## config.mk

```make
export PLATFORM = sky130hd
export DESIGN_NAME = xor_delta_zero_rle_encoder_unit
export DESIGN_NICKNAME = d
export VERILOG_FILES = /design/src/rtl/core/xdz_pkg.sv /design/src/rtl/core/xor_delta_zero_rle_encoder_unit.sv /design/src/rtl/core/xdz_encode.sv /design/src/rtl/core/xdz_queue.sv
export SDC_FILE = /design/constraint.sdc
export NUM_CORES = 1
export LEC_CHECK = 0
export ABC_CLOCK_PERIOD_IN_PS = 6300
export BUFFER_PORTS_ARGS = -buffer_cell sky130_fd_sc_hd__buf_2
export CORE_ASPECT_RATIO = 1.4
export CORE_UTILIZATION = 50
export DETAILED_ROUTE_END_ITERATION = 10
export GPL_TIMING_DRIVEN = 0
export PLACE_DENSITY = 0.7
export SLEW_MARGIN = 20
export SYNTH_ARGS = -nofsm -noshare
export SYNTH_HDL_FRONTEND = slang
export SYNTH_SLANG_ARGS = --single-unit
```

## constraint.sdc

```tcl
create_clock -name clk -period 6.3 [get_ports clk]
set_input_delay 1.26 -clock clk [delete_from_list [all_inputs] [get_ports clk]]
set_output_delay 1.26 -clock clk [all_outputs]
set_load 0.1 [all_outputs]
```

## src/rtl/core/xdz_pkg.sv

```systemverilog
`timescale 1ns / 1ps

package xdz_pkg;

    // Encoding constants
    localparam logic [7:0]  ZERO_MARKER = 8'h00;
    localparam logic [7:0]  RUN_LIMIT   = 8'hFF;
    localparam logic [15:0] CAP_RESET   = 16'd1400;

    // Result queue geometry
    localparam int QDEPTH = 8;
    localparam int QPTR_W = 3;
    localparam int QCNT_W = 4;
    localparam logic [QCNT_W-1:0] QROOM_MAX = QCNT_W'(QDEPTH - 3);

    // One encoded result
    typedef struct packed {
        logic [7:0]  out_byte;
        logic        frame_end;
        logic        overflow;
        logic [15:0] total_length;
    } res_t;

    // Results of one request, written to the queue together
    typedef struct packed {
        logic [1:0]       n;
        res_t [2:0]       res;
    } enc_t;

endpackage

```

## src/rtl/core/xor_delta_zero_rle_encoder_unit.sv

```systemverilog
`timescale 1ns / 1ps
// Flow: an accepted request is held in the input register until the queue has
//   room, then encoded and written to the result queue; its first result is
//   offered on the output from the queue head.
// Throughput: one request per cycle while the queue has room; sustained rate is
//   bound by the one-byte result port, as a request yields 0 to 3 results.
// Reset (rst_n low, asynchronous): frame state and queue cleared, capacity 1400.

module xor_delta_zero_rle_encoder_unit
    import xdz_pkg::*;
(
    input  logic        clk,
    input  logic        rst_n,
    input  logic        cfg_valid,
    output logic        cfg_ready,
    input  logic [15:0] cfg_data,
    input  logic        in_valid,
    output logic        in_stall,
    input  logic [7:0]  prev_byte,
    input  logic [7:0]  curr_byte,
    input  logic        frame_last,
    output logic        out_valid,
    input  logic        out_stall,
    output logic [7:0]  out_byte,
    output logic        frame_end,
    output logic        overflow,
    output logic [15:0] total_length
);

    logic [15:0] cap_reg;
    logic        in_vld_reg;
    logic [7:0]  x_reg;
    logic        last_reg;
    logic        accept;
    logic        adv;
    logic        room;
    logic        pop;
    enc_t        enc;
    enc_t        push;
    res_t        head;

    assign cfg_ready = 1'b1;
    assign adv       = in_vld_reg && room;
    assign in_stall  = in_vld_reg && !room;
    assign accept    = in_valid && !in_stall;
    assign pop       = out_valid && !out_stall;

    // Capacity register
    always_ff @(posedge clk or negedge rst_n)
    begin
        if (!rst_n)
        begin
            cap_reg <= CAP_RESET;
        end
        else if (cfg_valid && cfg_ready)
        begin
            cap_reg <= cfg_data;
        end
    end

    // Input register: hold request until the queue has room
    always_ff @(posedge clk or negedge rst_n)
    begin
        if (!rst_n)
        begin
            in_vld_reg <= 1'b0;
        end
        else if (accept)
        begin
            in_vld_reg <= 1'b1;
        end
        else if (adv)
        begin
            in_vld_reg <= 1'b0;
        end
    end

    always_ff @(posedge clk)
    begin
        if (accept)
        begin
            x_reg    <= prev_byte ^ curr_byte;
            last_reg <= frame_last;
        end
    end

    xdz_encode u_encode (
        .clk   (clk),
        .rst_n (rst_n),
        .adv   (adv),
        .x     (x_reg),
        .last  (last_reg),
        .cap   (cap_reg),
        .enc   (enc)
    );

    // Push results only on an encode step
    always_comb
    begin
        push = enc;
        if (!adv)
        begin
            push.n = 2'd0;
        end
    end

    xdz_queue u_queue (
        .clk        (clk),
        .rst_n      (rst_n),
        .push       (push),
        .pop        (pop),
        .room       (room),
        .head_valid (out_valid),
        .head       (head)
    );

    assign out_byte     = head.out_byte;
    assign frame_end    = head.frame_end;
    assign overflow     = head.overflow;
    assign total_length = head.total_length;

endmodule

```

## src/rtl/core/xdz_encode.sv

```systemverilog
`timescale 1ns / 1ps

module xdz_encode
    import xdz_pkg::*;
(
    input  logic        clk,
    input  logic        rst_n,
    input  logic        adv,
    input  logic [7:0]  x,
    input  logic        last,
    input  logic [15:0] cap,
    output enc_t        enc
);

    logic [7:0]  zero_run_reg;
    logic [7:0]  zero_run_next;
    logic [15:0] bytes_emitted_reg;
    logic [15:0] bytes_emitted_next;
    logic        dropping_reg;
    logic        dropping_next;

    logic [7:0]  run_inc;
    logic [16:0] be_ext;
    logic [16:0] cap_ext;
    logic        fit1;
    logic        fit2;
    logic        fit3;
    logic        ok;
    logic [15:0] be_new;
    res_t        ovf_res;

    // Capacity checks for one, two and three more bytes
    assign run_inc = zero_run_reg + 8'd1;
    assign be_ext  = {1'b0, bytes_emitted_reg};
    assign cap_ext = {1'b0, cap};
    assign fit1    = (be_ext + 17'd1) <= cap_ext;
    assign fit2    = (be_ext + 17'd2) <= cap_ext;
    assign fit3    = (be_ext + 17'd3) <= cap_ext;
    assign ovf_res = '{out_byte: ZERO_MARKER, frame_end: 1'b1, overflow: 1'b1,
                       total_length: 16'd0};

    // Build the results and the next frame state
    always_comb
    begin
        enc            = '0;
        ok             = 1'b1;
        be_new         = bytes_emitted_reg;
        zero_run_next  = zero_run_reg;
        dropping_next  = dropping_reg;
        bytes_emitted_next = bytes_emitted_reg;
        if (dropping_reg)
        begin
            if (last)
            begin
                zero_run_next      = 8'd0;
                bytes_emitted_next = 16'd0;
                dropping_next      = 1'b0;
            end
        end
        else
        begin
            if (x == 8'd0)
            begin
                if ((run_inc == RUN_LIMIT) || last)
                begin
                    zero_run_next = 8'd0;
                    if (fit2)
                    begin
                        enc.res[0].out_byte = ZERO_MARKER;
                        enc.res[1].out_byte = run_inc;
                        enc.n  = 2'd2;
                        be_new = bytes_emitted_reg + 16'd2;
                    end
                    else
                    begin
                        enc.res[0] = ovf_res;
                        enc.n = 2'd1;
                        ok    = 1'b0;
                    end
                end
                else
                begin
                    zero_run_next = run_inc;
                end
            end
            else
            begin
                zero_run_next = 8'd0;
                if (zero_run_reg != 8'd0)
                begin
                    if (!fit2)
                    begin
                        enc.res[0] = ovf_res;
                        enc.n = 2'd1;
                        ok    = 1'b0;
                    end
                    else
                    begin
                        enc.res[0].out_byte = ZERO_MARKER;
                        enc.res[1].out_byte = zero_run_reg;
                        enc.n = 2'd3;
                        if (fit3)
                        begin
                            enc.res[2].out_byte = x;
                            be_new = bytes_emitted_reg + 16'd3;
                        end
                        else
                        begin
                            enc.res[2] = ovf_res;
                            be_new = bytes_emitted_reg + 16'd2;
                            ok     = 1'b0;
                        end
                    end
                end
                else if (fit1)
                begin
                    enc.res[0].out_byte = x;
                    enc.n  = 2'd1;
                    be_new = bytes_emitted_reg + 16'd1;
                end
                else
                begin
                    enc.res[0] = ovf_res;
                    enc.n = 2'd1;
                    ok    = 1'b0;
                end
            end

            bytes_emitted_next = be_new;

            // Tag the frame's final byte, or arm the drop
            if (last)
            begin
                if (ok)
                begin
                    case (enc.n)
                        2'd1:
                        begin
                            enc.res[0].frame_end    = 1'b1;
                            enc.res[0].total_length = be_new;
                        end
                        2'd2:
                        begin
                            enc.res[1].frame_end    = 1'b1;
                            enc.res[1].total_length = be_new;
                        end
                        2'd3:
                        begin
                            enc.res[2].frame_end    = 1'b1;
                            enc.res[2].total_length = be_new;
                        end
                        default:
                        begin
                            enc.res[0].frame_end = 1'b0;
                        end
                    endcase
                end
                zero_run_next      = 8'd0;
                bytes_emitted_next = 16'd0;
                dropping_next      = 1'b0;
            end
            else if (!ok)
            begin
                dropping_next = 1'b1;
            end
        end
    end

    // Hold frame state; advance on each encoded request
    always_ff @(posedge clk or negedge rst_n)
    begin
        if (!rst_n)
        begin
            zero_run_reg      <= 8'd0;
            bytes_emitted_reg <= 16'd0;
            dropping_reg      <= 1'b0;
        end
        else if (adv)
        begin
            zero_run_reg      <= zero_run_next;
            bytes_emitted_reg <= bytes_emitted_next;
            dropping_reg      <= dropping_next;
        end
    end

`ifndef SYNTHESIS
    a_drop_no_run: assert property (@(posedge clk) disable iff (!rst_n)
        dropping_reg |-> (zero_run_reg == 8'd0))
        else $error("zero run pending while dropping");

    a_run_below_limit: assert property (@(posedge clk) disable iff (!rst_n)
        zero_run_reg != RUN_LIMIT)
        else $error("zero run reached limit without flush");

    a_last_clears: assert property (@(posedge clk) disable iff (!rst_n)
        (adv && last) |=> ((zero_run_reg == 8'd0) && (bytes_emitted_reg == 16'd0)
                           && !dropping_reg))
        else $error("frame state not cleared after final request");
`endif

endmodule

```

## src/rtl/core/xdz_queue.sv

```systemverilog
`timescale 1ns / 1ps

module xdz_queue
    import xdz_pkg::*;
(
    input  logic        clk,
    input  logic        rst_n,
    input  enc_t        push,
    input  logic        pop,
    output logic        room,
    output logic        head_valid,
    output res_t        head
);

    res_t              q_mem_reg [QDEPTH];
    logic [QPTR_W-1:0] head_reg;
    logic [QPTR_W-1:0] tail_reg;
    logic [QCNT_W-1:0] count_reg;
    logic [QCNT_W-1:0] count_next;

    assign room       = count_reg <= QROOM_MAX;
    assign head_valid = count_reg != '0;
    assign head       = q_mem_reg[head_reg];
    assign count_next = count_reg + QCNT_W'(push.n) - QCNT_W'(pop);

    // Store up to three results at the tail
    always_ff @(posedge clk)
    begin
        for (int i = 0; i < 3; i++)
        begin
            if (QCNT_W'(i) < QCNT_W'(push.n))
            begin
                q_mem_reg[tail_reg + QPTR_W'(i)] <= push.res[i];
            end
        end
    end

    // Advance pointers and fill count
    always_ff @(posedge clk or negedge rst_n)
    begin
        if (!rst_n)
        begin
            head_reg  <= '0;
            tail_reg  <= '0;
            count_reg <= '0;
        end
        else
        begin
            tail_reg  <= tail_reg + QPTR_W'(push.n);
            head_reg  <= head_reg + QPTR_W'(pop);
            count_reg <= count_next;
        end
    end

`ifndef SYNTHESIS
    a_count_bound: assert property (@(posedge clk) disable iff (!rst_n)
        count_reg <= QCNT_W'(QDEPTH))
        else $error("result queue overfilled");

    a_push_fits: assert property (@(posedge clk) disable iff (!rst_n)
        (push.n != 2'd0) |-> ((count_reg + QCNT_W'(push.n)) <= QCNT_W'(QDEPTH)))
        else $error("push without room");

    a_ovf_ends_frame: assert property (@(posedge clk) disable iff (!rst_n)
        (head_valid && head.overflow) |-> (head.frame_end && (head.total_length == 16'd0)))
        else $error("overflow result not a clean frame end");
`endif

endmodule
```

==> impl_metrics.ini, run 1 <==
[run_status]
status = complete, no violations

[clock_tree]
hold_buffers = 0
cts_tree = built
clock-sinks = 269
htree_levels = 1
path_clk_slew_ps = 60
cts_buffers = 27
clk_latency_ps = 550
cts_buffer_depth = 3
root_buffer = clkbuf_16

[route]
drt_first_iter_violations = 1378
route.detailed.drc = 0
drt-pass1-iter-count = 6
ant_nets = 0
via_per_inst = 6.44
wl_um = 47300
drt-wirelength-per-cell_um = 23.8
vias = 12800

[timing]
hold_viol = 0
tightest_slew_ps = 1020
max_freq_ghz = 0.166
tns_ps = 0
final-setup-viol-count = 0
maxSlewHeadroom_pct = 32.3
fin_crit_ps = 6040
rsz0062_at_grt = no
slew_violations = 0
finalCritPeriodShare_pct = 95.9
clock-skew-final_ps = 20.8

[power_and_ir_drop]
power_density_nw_per_um2 = 481
power.leakage_nw = 6.54
ir_drop_mv = 0.371

[logic_synthesis]
ys_ff_latch = 269
synth_top_cell_area_share_pct = 40.5
synth_xor_area_share_pct = 3.59
synth-seq-area-share_pct = 48.6
synth_area_leaders = edfxtp_1, mux4_2, dfrtp_1, ha_1, nor2_1
yosysWarnings = 0
synth_simple_gate_area_share_pct = 15.3
ys_types = 86
synth_area_per_cell_um2 = 11.0
syn_nets = 1564
yosys.area_share.adder_pct = 5.30
synth_compound_area_share_pct = 13.8
yosys.area.top_type = edfxtp_1
synth_ff_type = edfxtp_1
synth_top_family_by_area = simple AND/OR/NAND/NOR gates
async_flop_share_pct = 19.3
syn_inst = 1459
syn_area_um2 = 16100
synth-edff-count = 217
muxShareOfSynthArea_pct = 9.44

[floorplan]
dieArea_um2 = 32900
core_area_um2 = 31600
num_io_pins = 67
die_y_um = 214
initial_utilization_pct = 50.9
std_cell_rows = 77
die_w_um = 154

[critical_path]
startpoint_type = flop
cp_max_fo = 10
crit_start = u_encode.bytes_emitted_reg[1]
end_kind = flop
r2r-start = u_encode.bytes_emitted_reg[1]
path_class = reg2reg
cp.arrival_ps = 6310
cp.required_ps = 6570

[placement]
portBuffers = 65
gp_congestion = 0.991
dp_cells = 1931
dpl.hpwl_um = 34900

[grt]
groute.usage.overall_pct = 28.9
grt_max_degree = 53
grt_pass1_wl_um = 72900
grt_antenna_before_repair = 0
grt_pass1_vias = 12800
grt_overflow_total = 0

[finish]
fin_nets = 1676
num-fill-cells = 2660
final_util_pct = 57.6
layout-drive-gt1-share_pct = 18.8
stdcell_count = 1987
area_delta_synth_final_pct = 13.2
largest_reg_flops = 208

[min_path]
min_from = u_queue.head_reg[0]
min-delay-path-class = reg2reg

[flow_run]
maxCapViolCount = 0
cell type report:
cell class	count	area [um2]	share of cell area, %
diodes	1	2.50	0.0137
plain buffers	101	459	2.52
clock buffers	34	722	3.96
clock inverters	15	163	0.893
inverters	45	169	0.928
multi-input cells	1044	7780	42.7
flip-flops and latches	269	7830	43.0
well taps	395	494	2.71
repair buffers	83	592	3.25
final timing paths:
check	to	slack, ps	cells past startpoint
setup / recovery	u_queue.q_mem_reg[4][2]	260	20
hold / removal	u_queue.head_reg[0]	510	1
setup reg to reg	u_queue.q_mem_reg[4][2]	260	20
hold reg to reg	u_queue.head_reg[0]	510	1
max in group asynchronous	u_encode.bytes_emitted_reg[6]	5030	1
min in group asynchronous	u_queue.count_reg[2]	760	1
placed cells by master, fill, tap and decap left out, drive strengths merged, types with 18 or more instances in the layout:
cell type	instances
nand4	22
nand2	117
nor4	21
a21oi	64
mux2	27
nand3	51
mux4	52
a211oi	18
ha	65
clkbuf	88
inv	45
o221ai	66
dfrtp	46
xnor2	31
nor2	200
edfxtp	217
o21ai	76
buf	130
xor2	35
nor3	37
worst max-delay path, cell delays in order (launching register included):
cell      delay [ps]
dfrtp_1          470
ha_1             340
nand3_1          300
or3_1            420
clkbuf_1         230
nor3_2           360
xor2_1           220
ha_1             310
a21oi_1          150
and3_1           170
o21ai_1          130
or4_1            530
buf_2            190
and2_1           160
buf_6            130
buf_6            150
nor2_2           380
nor2_1            90
a222oi_1         590
buf_2            330
nor2_1            90
where the power goes:
part	internal, mW	switching [mW]	total, mW
Sequential	2.42	0.130	2.55
Combinational	1.34	3.24	4.58
Clock	0.935	0.703	1.64
Total	4.69	4.08	8.77
timing repair:
item                                    4_1_cts  5_1_grt
gates resized for setup                       0        9
endpoints found under the hold margin         0        0
pin swaps                                     3        1
endpoints found under the setup margin       33      210
buffers inserted                              3        3
layer usage:
layer	up-vias	wire length, um	GRT usage, %
met5	-	0	0
met4	0	2510	14.8
met3	172	2990	3.62
met2	629	24600	52.1
met1	6225	17200	33.5
li1	5780	-	-
through the flow:
| step | instance area [um2] | power (mW) | setup WS [ps] | hold WS, ps |
|---|---|---|---|---|
| global route | 18200 | 9.14 | 12.0 | 536 |
| CTS | 18100 | 8.75 | 14.4 | 521 |
| global placement | 16900 | 6.95 | -2700 | 493 |
| finish | 18200 | 8.77 | 258 | 511 |
| floorplan | 16100 | 5.98 | 56.8 | 477 |
| detailed placement | 17200 | 7.11 | -21.6 | 505 |
logic make-up after synthesis:
logic type / count (synthesis)
DFF: 269
and+or+nand+nor: 514
adders and majority gates: 67
other: 1
xor gates and xnor gates: 66
buffers and inverters: 146
muxes: 83
AOI/OAI and AO/OA: 313
Yosys cell counts (all sizes together) (4+ instances only):
cell type,number
nand2b,11
a31oi,9
nor2b,4
xnor2,31
inv,45
mux2i,4
nor2,200
a22oi,4
nor4,21
dfrtp,46
o221ai,66
nor3b,4
mux4,52
a21oi,64
ha,65
a211oi,18
xor2,35
or4,7
or2,6
mux2,27
a21o,10
a41oi,4
edfxtp,217
nand4,22
and2,7
o31ai,11
nand2,117
dfstp,6
nor3,37
o21ai,76
a311o,4
nand4b,5
o21bai,4
o211ai,9
or3,8
a221o,4
clkbuf,54
and3,9
buf,47
nand3,51
(Power assumes the default switching activity.)
==> run 2, diff against run 1 <==
BUFFER_PORTS_ARGS = not set   (was -buffer_cell sky130_fd_sc_hd__buf_2)
DONT_BUFFER_PORTS = 1   (was not set)
PLACE_DENSITY = 0.69   (was 0.7)
==> run 2 against run 1 <==
Largest power group unchanged. Clock power is 4% higher. Flip-flop and latch count unchanged. Sequential power about the same. Clock skew rose by 4.3 ps. Clock-buffer cell count did not move. Cell area shrank 1.5%. Maximum frequency rose by 0.40%. Register-to-register slack gained 20 ps. Cell count is 3.3% lower. Critical path depth unchanged. Critical endpoint is now u_queue.q_mem_reg[2][14]. Via count decreased by 1.4%. Wire length grew 1.6%.
==> impl_metrics.ini, run 2 (synthesized netlist as in run 1, its figures left out) <==
[route]
drt_first_iter_violations = 1458
drt-pass1-iter-count = 6
wl_um = 48000
vias = 12600
route.detailed.drc = 0
ant_nets = 0
via_per_inst = 6.58
drt-wirelength-per-cell_um = 25.0

[clock_tree]
cts_buffer_depth = 3
cts_tree = built
hold_buffers = 0
clk_latency_ps = 560
path_clk_slew_ps = 70
htree_levels = 1
root_buffer = clkbuf_16
clock-sinks = 269
cts_buffers = 27

[critical_path]
crit_slowest_cell = or4_1
max_stage_delay_ps = 540
critPathTopFamily = simple AND/OR/NAND/NOR gates
cp.arrival_ps = 6270
path_class = reg2reg
critical_path_buf_inv_count = 5
startpoint_type = flop
cp_max_fo = 11
end_kind = flop
cp.required_ps = 6550
critical_path.cell_chain = ha_1 > nand3_2 > or3_1 > clkbuf_1 > nor3_4 > xor2_1 > ha_1 > a21oi_1 > and3_1 > o21ai_1 > or4_1 > buf_2 > nand2_1 > nand2_1 > buf_2 > nor2_1 > o21ai_1 > o31ai_4 > buf_8 > buf_6

[placement]
portBuffers = 0
gp_congestion = 0.966
pre_cts_ws_ps = -103
dpl.hpwl_um = 34700
dpl_cell_area_um2 = 16900

[floorplan]
std_cell_rows = 77
die_y_um = 214
dieArea_um2 = 32900
die_w_um = 154
initial_utilization_pct = 50.9
core_area_um2 = 31600
num_io_pins = 67

[grt]
top_usage_layer = met2
use_met3_pct = 4.14
globalRouteMet1Util_pct = 34.6
groute.usage.overall_pct = 29.3
grt_use_met2_pct = 51.7
grt_pass1_vias = 12700
grt_pass1_wl_um = 73700
grt_antenna_before_repair = 0
grt_max_degree = 53
grt_overflow_total = 0

[power_and_ir_drop]
power.leakage_nw = 6.33
power_density_nw_per_um2 = 488
ir_drop_mv = 0.287

[finish]
layout-drive-gt1-share_pct = 15.5
largest_reg_flops = 208
fin_nets = 1612
diodes = 0
layout_common_cells = edfxtp_1, nor2_1, nand2_1
final_common_cell = edfxtp_1
finish.instance_area_um2 = 17900
area_delta_synth_final_pct = 11.4

[timing]
tns_ps = 0
clock-skew-final_ps = 25.1
finalCritPeriodShare_pct = 95.5
maxSlewHeadroom_pct = 29.5
fin_crit_ps = 6020
hold_viol = 0
slew_violations = 0
fin_ws_ps = 282
rsz0062_at_grt = no
max_freq_ghz = 0.166
tightest_slew_ps = 1060
final-setup-viol-count = 0

[min_path]
min-delay-path-class = in2async

[flow_run]
maxCapViolCount = 0

[run_status]
status = complete, no violations
[run 2: changes by cell type in the layout (fill, tap and decap cells not counted), sizes merged]
| cell | previous run | this run |
|---|---|---|
| diode | 1 | 0 |
| clkinvlp | 1 | 0 |
| buf | 130 | 66 |
| clkinv | 11 | 9 |
| bufinv | 3 | 5 |
[run 2: what timing repair did]
| item | 4_1_cts | 5_1_grt |
|---|---|---|
| endpoints found under the setup margin | 60 | 266 |
| gates resized for setup | 3 | 9 |
| setup buffers | 2 | 5 |
| pin swaps | 2 | 2 |
[run 2: cell type report]
type / count / area [um2]
buffer: 101 / 459
clock buffer: 34 / 722
clock inverter: 14 / 194
fill: 2683 / 13700
inverter: 45 / 169
multi-input combinational: 1044 / 7800
sequential: 269 / 7830
tap: 395 / 494
timing repair buffer: 19 / 268
[run 2: worst register-to-register path: cells and delay by family, from the launching register on]
family,cells,cell delay [ps]
AOI/OAI and AO/OA,4,960
xor gates and xnor gates,1,220
adders and majority gates,2,680
DFF,1,480
and+or+nand+nor,8,2260
buffers and inverters,5,1130
[run 2: worst paths after layout]
path	end	slack (ps)	from	depth (start not counted)
worst max-delay path	u_queue.q_mem_reg[2][14]	280	u_encode.bytes_emitted_reg[1]	20
worst min-delay path	u_encode.bytes_emitted_reg[1]	390	rst_n	0
worst max register to register	u_queue.q_mem_reg[2][14]	280	u_encode.bytes_emitted_reg[1]	20
worst min register to register	u_queue.head_reg[1]	520	u_queue.head_reg[1]	1
max in group asynchronous	cap_reg[10]	5690	rst_n	0
min in group clk	u_queue.head_reg[1]	520	u_queue.head_reg[1]	1
[run 2: metal layers]
layer	routed length (um)	part of all wire, %	vias up
li1	-	-	5658
met5	0	0	-
met1	17700	37	6176
met2	24400	51	641
met3	3440	7.2	156
met4	2490	5.2	0
[run 2: where the power goes]
group          internal (mW)  switching [mW]
Combinational           1.25            3.24
Clock                   1.01           0.696
Sequential              2.42           0.129
[run 2: stage by stage]
step                utilization [%]  std cells  hold WS (ps)  power, mW
floorplan                         -       1459           477       5.98
global placement               52.5       1854           489       6.84
detailed placement             53.4       1866           512       6.99
CTS                            56.4       1916           379       8.70
global route                   56.7       1921           387       9.10
finish                         56.7       1921           387       8.74
==> run 3, diff against run 2 <==
ABC_CLOCK_PERIOD_IN_PS = 6600   (was 6300)
PLACE_DENSITY = 0.66   (was 0.69)
clock period = 6.6 ns   (was 6.3 ns; I/O delays follow)
==> run 3 against run 2 <==
Cell count shrank 0.31%. Combinational power down 5.1%. Core utilization is 0.42 points lower.
==> impl_metrics.ini, run 3 (synthesized netlist as in run 1, its figures left out) <==
[run_status]
status = complete, no violations

[finish]
area_delta_synth_final_pct = 10.6
layout-drive-gt1-share_pct = 14.9
final_common_cell = edfxtp_1
multi_input_area_um2 = 7750
layout_common_cells = edfxtp_1, nor2_1, nand2_1
num-fill-cells = 2733
fin_nets = 1606
ff_latch_area_um2 = 7830
largest_reg_flops = 208
diodes = 0

[route]
vias = 12600
drt_first_iter_violations = 1374
drt-wirelength-per-cell_um = 25.1
drt-pass1-iter-count = 6
wl_um = 48000
via_per_inst = 6.59
route.detailed.drc = 0
ant_nets = 0

[critical_path]
critical_path.cell_chain = ha_1 > nand3_1 > or3_1 > clkbuf_1 > nor2_1 > nand2_1 > xnor2_1 > ha_1 > nor2_1 > nor3b_1 > nor4_1 > a31oi_1 > nor2_1 > nand2_1 > xnor2_1 > a222oi_1 > buf_2 > nor2_1
end_kind = flop
reg2regPathDepth = 18
startpoint_type = flop
r2r-start = u_encode.bytes_emitted_reg[1]
crit_slowest_cell = nor2_1
critical_path_buf_inv_count = 2
timing.rr.end = u_queue.q_mem_reg[6][2]
cp_max_fo = 10
path_common_cell = nor2_1
rrSetupSlack_ps = 90
cp.required_ps = 6870
path_class = reg2reg
cp.arrival_ps = 6780
critPathTopFamily = simple AND/OR/NAND/NOR gates
max_stage_delay_ps = 790
crit_start = u_encode.bytes_emitted_reg[1]

[clock_tree]
cts_buffers = 26
cts_buffer_depth = 3
htree_levels = 1
cts_tree = built
clock-sinks = 269
hold_buffers = 0
path_clk_slew_ps = 70
root_buffer = clkbuf_16
clk_latency_ps = 560

[placement]
dpl.hpwl_um = 34900
gp_congestion = 0.969
pre_cts_ws_ps = 60.3
portBuffers = 0

[floorplan]
num_io_pins = 67
dieArea_um2 = 32900
initial_utilization_pct = 50.9
std_cell_rows = 77
die_w_um = 154
die_y_um = 214
core_area_um2 = 31600

[grt]
grt_pass1_wl_um = 73900
groute.usage.overall_pct = 29.5
grt_max_degree = 53
grt_antenna_before_repair = 0
grt_pass1_vias = 12600
grt_overflow_total = 0

[power_and_ir_drop]
comb_power_share_pct = 51.6
clkPwrFrac_pct = 19.0
p_switching_mw = 3.87
internal_power_mw = 4.38
power.leakage_nw = 6.25
power_density_nw_per_um2 = 464
swShare_pct = 46.9
ir_drop_mv = 0.226
seqPwrFrac_pct = 29.5

[timing]
holdWs_ps = 457
maxSlewHeadroom_pct = 30.2
finalCritPeriodShare_pct = 98.6
rsz0062_at_grt = no
tightest_slew_ps = 1050
final-setup-viol-count = 0
fin_crit_ps = 6510
slew_violations = 0
hold_viol = 0
max_freq_ghz = 0.154
fin_ws_ps = 92.5
clock-skew-final_ps = 22.2

[min_path]
min-delay-path-class = in2async

[flow_run]
maxCapViolCount = 0
run 3: cell count changes in the layout (fill, tap and decap cells not counted), sizes merged:
cell and delta:
bufinv -2, clkinvlp +3, inv +2, buf -5
clkinv -5, clkbuf +1
run 3: what timing repair did:
action,CTS,global route
setup buffers,0,2
resized for setup,0,2
endpoints found under the setup margin,0,86
run 3: layout make-up:
type | instances | area share [%]
sequential | 269 | 44.0
multi-input combinational | 1044 | 43.5
clock buffer | 35 | 4.13
tap | 395 | 2.78
buffer | 101 | 2.58
timing repair buffer | 14 | 1.22
inverter | 45 | 0.949
clock inverter | 12 | 0.851
run 3: layer usage:
metal	track usage [%]	share of wire (%)	wire, um	vias up
met3	3.92	6.6	3160	148
met5	0	0	0	-
met4	14.5	4.9	2370	0
met1	35.4	38	18200	6214
met2	51.9	50	24200	625
li1	-	-	-	5637
run 3: how the worst max path moves through the flow:
stage	end	slack (ps)	cells past startpoint
2_1_floorplan	u_queue.q_mem_reg[2][0]	360	18
5_1_grt	u_queue.q_mem_reg[6][14]	20	20
6_report	u_queue.q_mem_reg[6][2]	90	18
3_3_place_gp	u_queue.q_mem_reg[3][9]	-2820	18
4_1_cts	u_queue.q_mem_reg[3][9]	9	20
3_5_place_dp	u_queue.q_mem_reg[3][9]	60	20
run 3: through the flow:
stage	utilization, %	cells	total power, mW	setup TNS, ps	instance area (um2)
5_1_grt	56.3	1915	8.60	0	17800
3_5_place_dp	53.4	1866	6.68	0	16900
6_report	56.3	1915	8.26	0	17800
4_1_cts	56.3	1913	8.25	0	17800
3_3_place_gp	52.5	1854	6.53	-505340	16600
2_1_floorplan	-	1459	5.70	0	16100
run 3: power groups by stage:
| stage | clock network, mW | registers (mW) | logic [mW] |
|---|---|---|---|
| 6_report | 1.57 | 2.43 | 4.26 |
| 4_1_cts | 1.59 | 2.43 | 4.24 |
| 3_5_place_dp | 0 | 2.46 | 4.22 |
| 2_1_floorplan | 0 | 2.43 | 3.28 |
| 3_3_place_gp | 0 | 2.48 | 4.05 |
| 5_1_grt | 1.64 | 2.45 | 4.50 |
